===== config.mk =====
export PLATFORM = sky130hd
export DESIGN_NAME = btpc_fifo
export DESIGN_NICKNAME = d
export VERILOG_FILES = /design/src/design/baro_temp_pressure_compensate_core_defines.svh /design/src/design/btpc_fifo.sv
export SDC_FILE = /design/constraint.sdc
export NUM_CORES = 1
export LEC_CHECK = 0
export BUFFER_PORTS_ARGS = -buffer_cell sky130_fd_sc_hd__clkbuf_2
export CAP_MARGIN = 40
export CORE_MARGIN = 5
export CORE_UTILIZATION = 49
export DETAILED_ROUTE_END_ITERATION = 10
export PLACE_DENSITY = 0.77
export SYNTH_ARGS = -nofsm -noshare
export SYNTH_HDL_FRONTEND = slang
export SYNTH_SLANG_ARGS = --single-unit

===== constraint.sdc =====
create_clock -name i_clk -period 1.8 [get_ports i_clk]
set_clock_uncertainty 0.15 [all_clocks]
set_input_delay 0.27 -clock i_clk [delete_from_list [all_inputs] [get_ports i_clk]]
set_output_delay 0.27 -clock i_clk [all_outputs]
set_load 0.01 [all_outputs]

===== src/design/baro_temp_pressure_compensate_core_defines.svh =====
// Assertion macros used by the compensation core back end.
// No dependencies; included by files that carry concurrent assertions.
`ifndef BARO_TEMP_PRESSURE_COMPENSATE_CORE_DEFINES_SVH
`define BARO_TEMP_PRESSURE_COMPENSATE_CORE_DEFINES_SVH

// same-cycle implication, disabled while reset is active
`define BTPC_ASSERT_NOW(label, clk, rst_n, ante, cons, msg) \
    label: assert property (@(posedge clk) disable iff (!(rst_n)) (ante) |-> (cons)) \
        else $error(msg);

// next-cycle implication, disabled while reset is active
`define BTPC_ASSERT_NEXT(label, clk, rst_n, ante, cons, msg) \
    label: assert property (@(posedge clk) disable iff (!(rst_n)) (ante) |=> (cons)) \
        else $error(msg);

`endif


===== src/design/btpc_fifo.sv =====
// Small generic register queue with registered storage.
// No dependencies; used between front and back and at the result side.
module btpc_fifo #(
    parameter int W     = 8,
    parameter int DEPTH = 2
) (
    input  logic         i_clk,
    input  logic         i_rst_n,
    input  logic         i_push,
    input  logic [W-1:0] i_data,
    output logic         o_full,
    input  logic         i_pop,
    output logic [W-1:0] o_data,
    output logic         o_empty
);
    localparam int AW = (DEPTH > 1) ? $clog2(DEPTH) : 1;
    localparam int CW = $clog2(DEPTH + 1);

    logic [W-1:0]  r_mem [DEPTH];
    logic [AW-1:0] r_wr;
    logic [AW-1:0] r_rd;
    logic [CW-1:0] r_cnt;
    logic          w_wr;
    logic          w_rd;

    assign o_full  = (r_cnt == CW'(DEPTH));
    assign o_empty = (r_cnt == '0);
    assign o_data  = r_mem[r_rd];
    assign w_wr    = i_push && !o_full;
    assign w_rd    = i_pop && !o_empty;

    // pointers and fill count
    always_ff @(posedge i_clk) begin
        if (!i_rst_n) begin
            r_wr  <= '0;
            r_rd  <= '0;
            r_cnt <= '0;
        end else begin
            if (w_wr) begin
                r_wr <= (r_wr == AW'(DEPTH - 1)) ? '0 : r_wr + 1'b1;
            end
            if (w_rd) begin
                r_rd <= (r_rd == AW'(DEPTH - 1)) ? '0 : r_rd + 1'b1;
            end
            if (w_wr && !w_rd) begin
                r_cnt <= r_cnt + 1'b1;
            end else if (w_rd && !w_wr) begin
                r_cnt <= r_cnt - 1'b1;
            end
        end
    end

    // storage
    always_ff @(posedge i_clk) begin
        if (w_wr) begin
            r_mem[r_wr] <= i_data;
        end
    end

endmodule


==> results.py, run 1 <==
metrics = {
    "placement": {
        "dp_worst_setup_slack_ns": 0.0801,
        "port_buffers": 21,
        "dpl_cell_area_um2": 937,
        "gp_congestion": 0.638,
        "dp_hpwl_um": 917,
    },
    "setup_path": {
        "r2r_slack_ns": 0.14,
        "max_stage_delay_ns": 0.45,
        "crit_slowest_cell": "dfxtp_1",
        "crit_type": "register to register",
        "reg2regPathDepth": 6,
        "crit_arrival_ns": 1.74,
        "path_cells": "nand2b_4, inv_2, nor2_1, ha_1, or3_1, a21boi_1",
        "r2r_start": "r_cnt[1]$_SDFFE_PN0P_",
        "startpoint_type": "register",
        "required_ns": 1.88,
        "r2r-end": "r_cnt[1]$_SDFFE_PN0P_",
        "worstPathMaxFanout": 5,
        "cp-end-kind": "register",
    },
    "drt": {
        "remaining_drc_errors": 0,
        "routedWlPerCell_um": 13.3,
        "wirelength_mm": 1.31,
        "postRouteAntennaNets": 0,
        "drt-vias-per-instance": 4.90,
        "drtPass1Iterations": 4,
        "drtIter0Drc": 9,
        "vias": 485,
    },
    "die": {
        "chipWidth_um": 50.6,
        "start_util_pct": 52.5,
        "ios": 22,
        "core_um2": 1540,
        "die_area_um2": 2560,
        "rows": 14,
        "die_h_um": 50.6,
    },
    "finish": {
        "final_cell_mix": "21 x clkbuf_2, 16 x edfxtp_1, 8 x mux2_2, 8 x dlygate4sd3_1",
        "finalNetCount": 97,
        "final_area_um2": 1050,
        "n_antenna_cell": 0,
        "syn_to_final_growth_pct": 30.1,
        "drive_gt1_share_pct": 45.8,
        "layout_commonest_cell": "clkbuf_2",
        "fillers": 106,
    },
    "timing": {
        "setup_slack_ns": 0.144,
        "finalCriticalPeriod_ns": 1.66,
        "setup_viol": 0,
        "hold_viol": 0,
        "worst_pin_slew_ns": 0.363,
        "min_period_over_period_pct": 92.0,
        "slew_viol_final": 0,
        "rsz0062_at_grt": "no",
        "relSlewSlack_pct": 75.8,
        "max_freq_ghz": 0.604,
        "fin_setup_tns_ns": 0,
        "hold_slack_ns": 0.0770,
    },
    "logic_synthesis": {
        "syn_nets": 63,
        "synth-main-ff-cell": "edfxtp_1",
        "yosysWarnings": 0,
        "synth-seq-cells": 21,
        "yosysSeqAreaShare_pct": 71.7,
        "async_flop_share_pct": 0,
        "netlist_instances": 50,
        "synth_area_um2": 810,
        "synth-edff-count": 16,
        "ys_types": 20,
        "syn_avg_cell_area_um2": 16.2,
    },
    "hold_path": {
        "hold-path-cell-count": 2,
        "hp-start": "i_rst_n",
        "holdPathEnd": "r_wr$_SDFFE_PN0N_",
        "hp-class": "primary input to register",
    },
    "clocking": {
        "post_cts_buffers": 0,
        "root_buffer": "clkbuf_4",
        "clk_latency_ns": 0.29,
        "cts_tree": "yes",
        "cts.clk_slew.worst_paths_ns": 0.11,
        "clock_path_buffers": 2,
        "htreeDepth": 1,
        "numCtsBuffers": 3,
        "clkSinkCount": 21,
    },
    "grt": {
        "grt_pass1_vias": 501,
        "grt_pass1_wl_mm": 2.23,
        "antenna_found_initial": 0,
        "top_usage_layer": "met2",
        "grt_usage_pct": 11.7,
        "grt_use_met2_pct": 18.8,
        "grt_util_met3_pct": 2.66,
        "grt_start_max_net_pins": 12,
        "gr-total-overflow": 0,
        "met1_usage_pct": 13.9,
    },
    "pwr": {
        "ir_drop_v": 0.000780,
        "power_density_nw_per_um2": 1280,
        "p_leak_nw": 0.425,
        "total_power_mw": 1.35,
    },
    "job": {
        "cap_violations": 0,
    },
    "status": {
        "outcome": "completed",
    },
}
## power breakdown
part           internal, mW  switching, mW  leakage, nW
Sequential            0.622         0.0712        0.191
Combinational         0.239          0.203        0.219
Clock                0.0862          0.128       0.0150
Total                 0.947          0.401        0.425
## metrics by stage
| stage | util [%] | instances |
|---|---|---|
| 2_1_floorplan | - | 50 |
| 3_3_place_gp | 60.8 | 87 |
| 3_5_place_dp | 60.8 | 87 |
| 4_1_cts | 65.8 | 96 |
| 5_1_grt | 68.3 | 99 |
| 6_report | 68.3 | 99 |
## routing by layer
layer	vias up	wire, µm	share of wire (%)
li1	250	-	-
met1	222	562	43
met2	11	670	51
met3	2	71	5.4
met4	0	10	0.76
met5	-	0	0
## flip-flops by register name, summed over array words and instances, names as in the netlist, named ones only
| signal | cells |
|---|---|
| r_rd | 1 |
| r_mem | 16 |
| r_cnt | 2 |
| r_wr | 1 |
## layout make-up
type	instances	area, µm²	area share, %
clock buffers	4	26.3	2.49
flip-flops and latches	21	583	55.3
repair buffers	30	193	18.3
inverters	2	7.51	0.713
well taps	16	20.0	1.90
multi-input cells	26	224	21.3
## synth_stat cells (2+ instances only)
library cell / count / share of area (%)
edfxtp_1: 16 / 59
mux2_2: 8 / 11
dfxtp_1: 5 / 12
and2_1: 3 / 2.3
nor2_1: 2 / 0.93
xnor2_1: 2 / 2.2
## cell families after synthesis
group | count (synthesis) | share of synthesized area (%)
compound gates | 5 | 4.02
xor+xnor | 3 | 3.25
fa+ha+maj | 1 | 1.55
buf+inv | 3 | 1.54
flops | 21 | 71.7
mux | 8 | 11.1
simple gates | 9 | 6.80
## worst max-delay path, delay by kind of cell, from the launching register on
| family | cells | cell delay, ns |
|---|---|---|
| buffers and inverters | 1 | 0.07 |
| flip-flops | 1 | 0.45 |
| AO/OA/AOI/OAI | 1 | 0.14 |
| adder cells (fa/ha/maj) | 1 | 0.31 |
| AND/OR/NAND/NOR | 3 | 0.48 |
## how the worst max path moves through the flow
stage,end,from,slack [ns],cells past startpoint
3_5_place_dp,r_cnt[1]$_SDFFE_PN0P_,r_cnt[0]$_SDFFE_PN0P_,0.08,6
6_report,r_cnt[1]$_SDFFE_PN0P_,r_cnt[1]$_SDFFE_PN0P_,0.14,6
4_1_cts,r_cnt[1]$_SDFFE_PN0P_,r_cnt[0]$_SDFFE_PN0P_,0.06,6
5_1_grt,r_cnt[1]$_SDFFE_PN0P_,r_cnt[0]$_SDFFE_PN0P_,0.04,6
2_1_floorplan,r_cnt[1]$_SDFFE_PN0P_,r_cnt[0]$_SDFFE_PN0P_,0.18,6
3_3_place_gp,r_cnt[1]$_SDFFE_PN0P_,r_cnt[0]$_SDFFE_PN0P_,0.17,6
## timing repair
item / in CTS / in global routing
pin swaps: 0 / 0
endpoints found under the setup margin: 5 / 1
endpoints found under the hold margin: 10 / 6
gates resized for setup: 1 / 2
hold buffers: 5 / 3
Note: power is estimated with default switching activity, not from simulation.
==> inputs of run 2 (changes only) <==
--- a/config.mk
+++ b/config.mk
@@ -11,6 +11,7 @@
 export CORE_UTILIZATION = 49
 export DETAILED_ROUTE_END_ITERATION = 10
 export PLACE_DENSITY = 0.77
+export SETUP_SLACK_MARGIN = 0.15
 export SYNTH_ARGS = -nofsm -noshare
 export SYNTH_HDL_FRONTEND = slang
 export SYNTH_SLANG_ARGS = --single-unit
==> run 2 against run 1 <==
Register-to-register slack better by 0.05 ns. Largest cell class unchanged. Via count up 7.4%. Flip-flop and latch count unchanged.
==> results.py, run 2 (synthesis results as in run 1) <==
metrics = {
    "setup_path": {
        "r2r_start": "r_cnt[0]$_SDFFE_PN0P_",
        "crit_arrival_ns": 1.69,
        "worstPathMaxFanout": 5,
        "required_ns": 1.88,
        "startpoint_type": "register",
        "max_stage_delay_ns": 0.38,
        "reg2regPathDepth": 6,
        "crit_end": "r_cnt[1]$_SDFFE_PN0P_",
        "cp-end-kind": "register",
        "crit_start": "r_cnt[0]$_SDFFE_PN0P_",
        "r2r_slack_ns": 0.19,
        "crit_slowest_cell": "dfxtp_4",
        "path_cells": "nand2b_4, inv_4, nor2_2, ha_4, or3_1, a21boi_1",
        "r2r-end": "r_cnt[1]$_SDFFE_PN0P_",
        "crit_type": "register to register",
    },
    "hold_path": {
        "hp-class": "primary input to register",
    },
    "timing": {
        "finalCriticalPeriod_ns": 1.61,
        "max_freq_ghz": 0.621,
        "rsz0062_at_grt": "yes",
        "worst_pin_slew_ns": 0.371,
        "relSlewSlack_pct": 75.2,
        "hold_viol": 0,
        "setup_viol": 0,
        "slew_viol_final": 0,
        "fin_setup_tns_ns": 0,
        "hold_slack_ns": 0.0759,
        "min_period_over_period_pct": 89.4,
    },
    "clocking": {
        "clock_path_buffers": 2,
        "cts_tree": "yes",
        "clk_latency_ns": 0.29,
        "root_buffer": "clkbuf_4",
        "clkSinkCount": 21,
        "cts.clk_slew.worst_paths_ns": 0.11,
        "htreeDepth": 1,
        "numCtsBuffers": 3,
    },
    "placement": {
        "port_buffers": 21,
        "gp_congestion": 0.638,
        "dpl_cell_area_um2": 937,
        "dp_hpwl_um": 917,
        "dp_cells": 87,
    },
    "finish": {
        "n_antenna_cell": 0,
        "drive_gt1_share_pct": 53.5,
        "largest_register_ffs": 16,
        "top_register": "r_mem",
        "finalNonFillerCells": 102,
        "reg_top3": "r_mem x16, r_cnt x2",
        "final_cell_mix": "21 x clkbuf_2, 16 x edfxtp_1, 8 x mux2_2, 8 x dlygate4sd3_1, 4 x buf_4",
        "syn_to_final_growth_pct": 37.2,
        "finalNetCount": 100,
        "layout_commonest_cell": "clkbuf_2",
        "final_area_um2": 1110,
        "fillers": 101,
    },
    "pwr": {
        "power.switching_mw": 0.444,
        "power_frac_seq_pct": 48.0,
        "ir_drop_v": 0.000892,
        "total_power_mw": 1.47,
        "clkPwrFrac_pct": 14.4,
        "switching_share_pct": 30.3,
        "combPwrFrac_pct": 37.6,
        "p_leak_nw": 0.448,
        "p_int_mw": 1.02,
        "power_density_nw_per_um2": 1320,
    },
    "die": {
        "die_h_um": 50.6,
        "die_area_um2": 2560,
        "rows": 14,
        "chipWidth_um": 50.6,
        "start_util_pct": 52.5,
        "core_um2": 1540,
        "ios": 22,
    },
    "grt": {
        "antenna_found_initial": 0,
        "grt_start_max_net_pins": 12,
        "grt_pass1_vias": 519,
        "grt_pass1_wl_mm": 2.40,
        "gr-total-overflow": 0,
        "grt_usage_pct": 12.7,
    },
    "drt": {
        "drtPass1Iterations": 4,
        "vias": 521,
        "remaining_drc_errors": 0,
        "wl_met3_um": 80,
        "wl_met1_um": 566,
        "drt-vias-per-instance": 5.11,
        "routedWlPerCell_um": 14.1,
        "drtIter0Drc": 5,
        "postRouteAntennaNets": 0,
        "wirelength_mm": 1.44,
        "maxUsedRoutingLayer": "met4",
        "routed-wl-met2_um": 787,
    },
    "status": {
        "outcome": "completed",
    },
    "job": {
        "cap_violations": 0,
    },
}
run 2: area by class of cell:
class / instances / area, µm² / share of cell area, %
sequential: 21 / 589 / 53.0
multi-input combinational: 26 / 250 / 22.5
timing repair buffer: 33 / 215 / 19.4
clock buffer: 4 / 26.3 / 2.36
tap: 16 / 20.0 / 1.80
inverter: 2 / 10.0 / 0.901
run 2: through the flow:
stage	utilization [%]	setup WS, ns
final	72.1	0.190
after global routing	72.1	0.121
after CTS	67.2	0.162
after floorplan	-	0.179
after detailed placement	60.8	0.0801
after global placement	60.8	0.166
run 2: worst max-delay path: cells and delay by family, from the launching register on:
| kind | cells | cell delay (ns) |
|---|---|---|
| DFF | 1 | 0.38 |
| AOI/OAI and AO/OA | 1 | 0.12 |
| buffers and inverters | 1 | 0.04 |
| adders and majority gates | 1 | 0.23 |
| and+or+nand+nor | 3 | 0.63 |
run 2: layer usage:
metal / vias up / track usage (%)
met5: - / 0
met1: 247 / 14.7
li1: 257 / -
met3: 2 / 2.66
met2: 15 / 21.1
met4: 0 / 7.66
run 2: timing repair:
item                                   CTS  global route
buffers inserted                         1             2
endpoints found under the hold margin   10             6
hold buffers                             5             3
cloned                                   0             0
setup endpoints to repair                9            10
pin swaps                                1             1
gates resized for setup                  5             7
run 2: worst min path at each step:
stage / start / endpoint / slack (ns) / depth (start not counted)
detailed placement: i_data[0] / r_mem[1][0]$_DFFE_PP_ / 0.31 / 1
CTS: i_data[7] / r_mem[1][7]$_DFFE_PP_ / 0.0002 / 1
global route: i_rst_n / r_rd$_SDFFE_PN0P_ / 0.07 / 2
finish: i_rst_n / r_wr$_SDFFE_PN0N_ / 0.08 / 2
global placement: i_data[4] / r_mem[0][4]$_DFFE_PP_ / 0.31 / 1
floorplan: i_data[0] / r_mem[0][0]$_DFFE_PP_ / 0.22 / 0
run 2: power groups by stage:
| stage | clock network, mW | logic [mW] | registers, mW |
|---|---|---|---|
| floorplan | 0 | 0.307 | 0.661 |
| global placement | 0 | 0.407 | 0.689 |
| detailed placement | 0 | 0.422 | 0.694 |
| CTS | 0.226 | 0.460 | 0.700 |
| global route | 0.255 | 0.599 | 0.716 |
| finish | 0.212 | 0.552 | 0.704 |
==> inputs of run 3 (changes only) <==
--- a/config.mk
+++ b/config.mk
@@ -8,9 +8,9 @@
 export BUFFER_PORTS_ARGS = -buffer_cell sky130_fd_sc_hd__clkbuf_2
 export CAP_MARGIN = 40
 export CORE_MARGIN = 5
-export CORE_UTILIZATION = 49
+export CORE_UTILIZATION = 38
 export DETAILED_ROUTE_END_ITERATION = 10
-export PLACE_DENSITY = 0.77
+export PLACE_DENSITY = 0.63
 export SETUP_SLACK_MARGIN = 0.15
 export SYNTH_ARGS = -nofsm -noshare
 export SYNTH_HDL_FRONTEND = slang
==> run 3 against run 2 <==
Register-to-register slack got worse by 0.02 ns. Maximum frequency decreased by 1.4%. Critical endpoint unchanged. Critical path depth is the same. Count of clock-buffer cells in the layout unchanged.
==> results.py, run 3 (synthesis results as in run 1) <==
metrics = {
    "status": {
        "outcome": "completed",
    },
    "drt": {
        "vias": 499,
        "drtIter0Drc": 4,
        "wl_met3_um": 91,
        "routed-wl-met2_um": 663,
        "remaining_drc_errors": 0,
        "maxUsedRoutingLayer": "met4",
        "postRouteAntennaNets": 0,
        "drtPass1Iterations": 3,
        "wirelength_mm": 1.32,
        "routedWlPerCell_um": 11.7,
        "drt-vias-per-instance": 4.46,
        "wl_met1_um": 552,
    },
    "die": {
        "ios": 22,
        "chipWidth_um": 56.2,
        "die_area_um2": 3150,
        "rows": 16,
        "start_util_pct": 40.4,
        "die_h_um": 56.2,
        "core_um2": 2000,
    },
    "pwr": {
        "p_leak_nw": 0.451,
        "power_density_nw_per_um2": 1300,
        "ir_drop_v": 0.000664,
        "total_power_mw": 1.44,
    },
    "hold_path": {
        "holdPathEnd": "r_mem[0][2]$_DFFE_PP_",
        "hp-class": "primary input to register",
        "hold-path-cell-count": 1,
        "hp-start": "i_data[2]",
    },
    "grt": {
        "grt_pass1_wl_mm": 2.15,
        "grt_start_max_net_pins": 12,
        "gr-total-overflow": 0,
        "grt_pass1_vias": 503,
        "grt_usage_pct": 9.04,
        "antenna_found_initial": 0,
    },
    "finish": {
        "n_antenna_cell": 0,
        "final_cell_mix": "21 x clkbuf_2, 16 x edfxtp_1, 6 x dlygate4sd3_1",
        "syn_to_final_growth_pct": 36.3,
        "fillers": 173,
        "top_register": "r_mem",
        "largest_register_ffs": 16,
        "layout_commonest_cell": "clkbuf_2",
        "final_area_um2": 1100,
        "multiInputGateArea_um2": 241,
        "regArea_um2": 589,
        "finalNetCount": 99,
        "drive_gt1_share_pct": 51.8,
        "reg_top3": "r_mem x16, r_cnt x2",
    },
    "timing": {
        "finalCriticalPeriod_ns": 1.63,
        "max_freq_ghz": 0.612,
        "worst_pin_slew_ns": 0.374,
        "slew_viol_final": 0,
        "relSlewSlack_pct": 75.0,
        "fin_setup_tns_ns": 0,
        "setup_viol": 0,
        "hold_slack_ns": 0.0212,
        "hold_viol": 0,
        "rsz0062_at_grt": "yes",
        "min_period_over_period_pct": 90.7,
    },
    "setup_path": {
        "cp-end-kind": "register",
        "required_ns": 1.87,
        "r2r-end": "r_cnt[1]$_SDFFE_PN0P_",
        "crit_type": "register to register",
        "r2r_slack_ns": 0.17,
        "crit_arrival_ns": 1.71,
        "reg2regPathDepth": 6,
        "startpoint_type": "register",
        "r2r_start": "r_cnt[0]$_SDFFE_PN0P_",
        "worstPathMaxFanout": 5,
    },
    "placement": {
        "gp_congestion": 0.650,
        "dp_hpwl_mm": 1.02,
        "dpl_cell_area_um2": 958,
        "port_buffers": 21,
    },
    "clocking": {
        "cts.clk_slew.worst_paths_ns": 0.11,
        "clock_path_buffers": 2,
        "htreeDepth": 1,
        "root_buffer": "clkbuf_4",
        "numCtsBuffers": 3,
        "cts_tree": "yes",
        "clk_latency_ns": 0.29,
        "clkSinkCount": 21,
    },
    "job": {
        "cap_violations": 0,
    },
}
==> run 3: cell types whose count changed in the layout (fill, tap and decap cells not counted), sizes merged <==
cell	before	now
dlygate4sd3	8	6
buf	4	5
==> run 3: layer usage <==
metal	vias up	track usage (%)
li1	254	-
met2	14	16.0
met5	-	0
met4	0	4.07
met3	2	3.48
met1	229	9.32
==> run 3: repair_timing <==
item / in CTS / in global routing
buffers inserted: 0 / 3
pin swaps: 0 / 3
setup endpoints to repair: 9 / 8
hold buffers: 0 / 6
endpoints found under the hold margin: 0 / 11
gates resized for setup: 4 / 8
==> run 3: area by class of cell <==
cell class                      instances  area share (%)
Timing Repair Buffer                   32            18.4
Multi-Input combinational cell         26            21.9
Clock buffer                            4            2.38
Tap cell                               27            3.06
Sequential cell                        21            53.4
Inverter                                2           0.907
==> run 3: metrics by stage <==
step           cells  setup WS [ns]  utilization, %
6_report         112          0.167            55.1
5_1_grt          112          0.100            55.1
4_1_cts          103          0.161            49.8
3_5_place_dp      99         0.0990            47.9
3_3_place_gp      99          0.165            47.9
2_1_floorplan     50          0.179               -
==> run 3: how the worst max path moves through the flow <==
| stage | start | endpoint | slack [ns] | depth (start not counted) |
|---|---|---|---|---|
| final | r_cnt[0]$_SDFFE_PN0P_ | r_cnt[1]$_SDFFE_PN0P_ | 0.17 | 6 |
| after CTS | r_cnt[1]$_SDFFE_PN0P_ | r_cnt[1]$_SDFFE_PN0P_ | 0.16 | 6 |
| after global routing | r_cnt[0]$_SDFFE_PN0P_ | r_cnt[1]$_SDFFE_PN0P_ | 0.10 | 6 |
| after detailed placement | r_cnt[0]$_SDFFE_PN0P_ | r_cnt[1]$_SDFFE_PN0P_ | 0.1 | 6 |
| after global placement | r_cnt[0]$_SDFFE_PN0P_ | r_cnt[1]$_SDFFE_PN0P_ | 0.17 | 6 |
| after floorplan | r_cnt[0]$_SDFFE_PN0P_ | r_cnt[1]$_SDFFE_PN0P_ | 0.18 | 6 |
==> run 3: where the power goes <==
part           switching [mW]  internal [mW]
Clock                   0.127         0.0860
Sequential             0.0765          0.632
Combinational           0.218          0.299
Total                   0.421           1.02
==> run 3: critical path, cell delays in order (launching register included) <==
cell and delay (ns):
dfxtp_4 0.38, nand2b_4 0.16, inv_4 0.06, nor2_2 0.03, ha_1 0.31, or3_1 0.37
a21boi_1 0.12
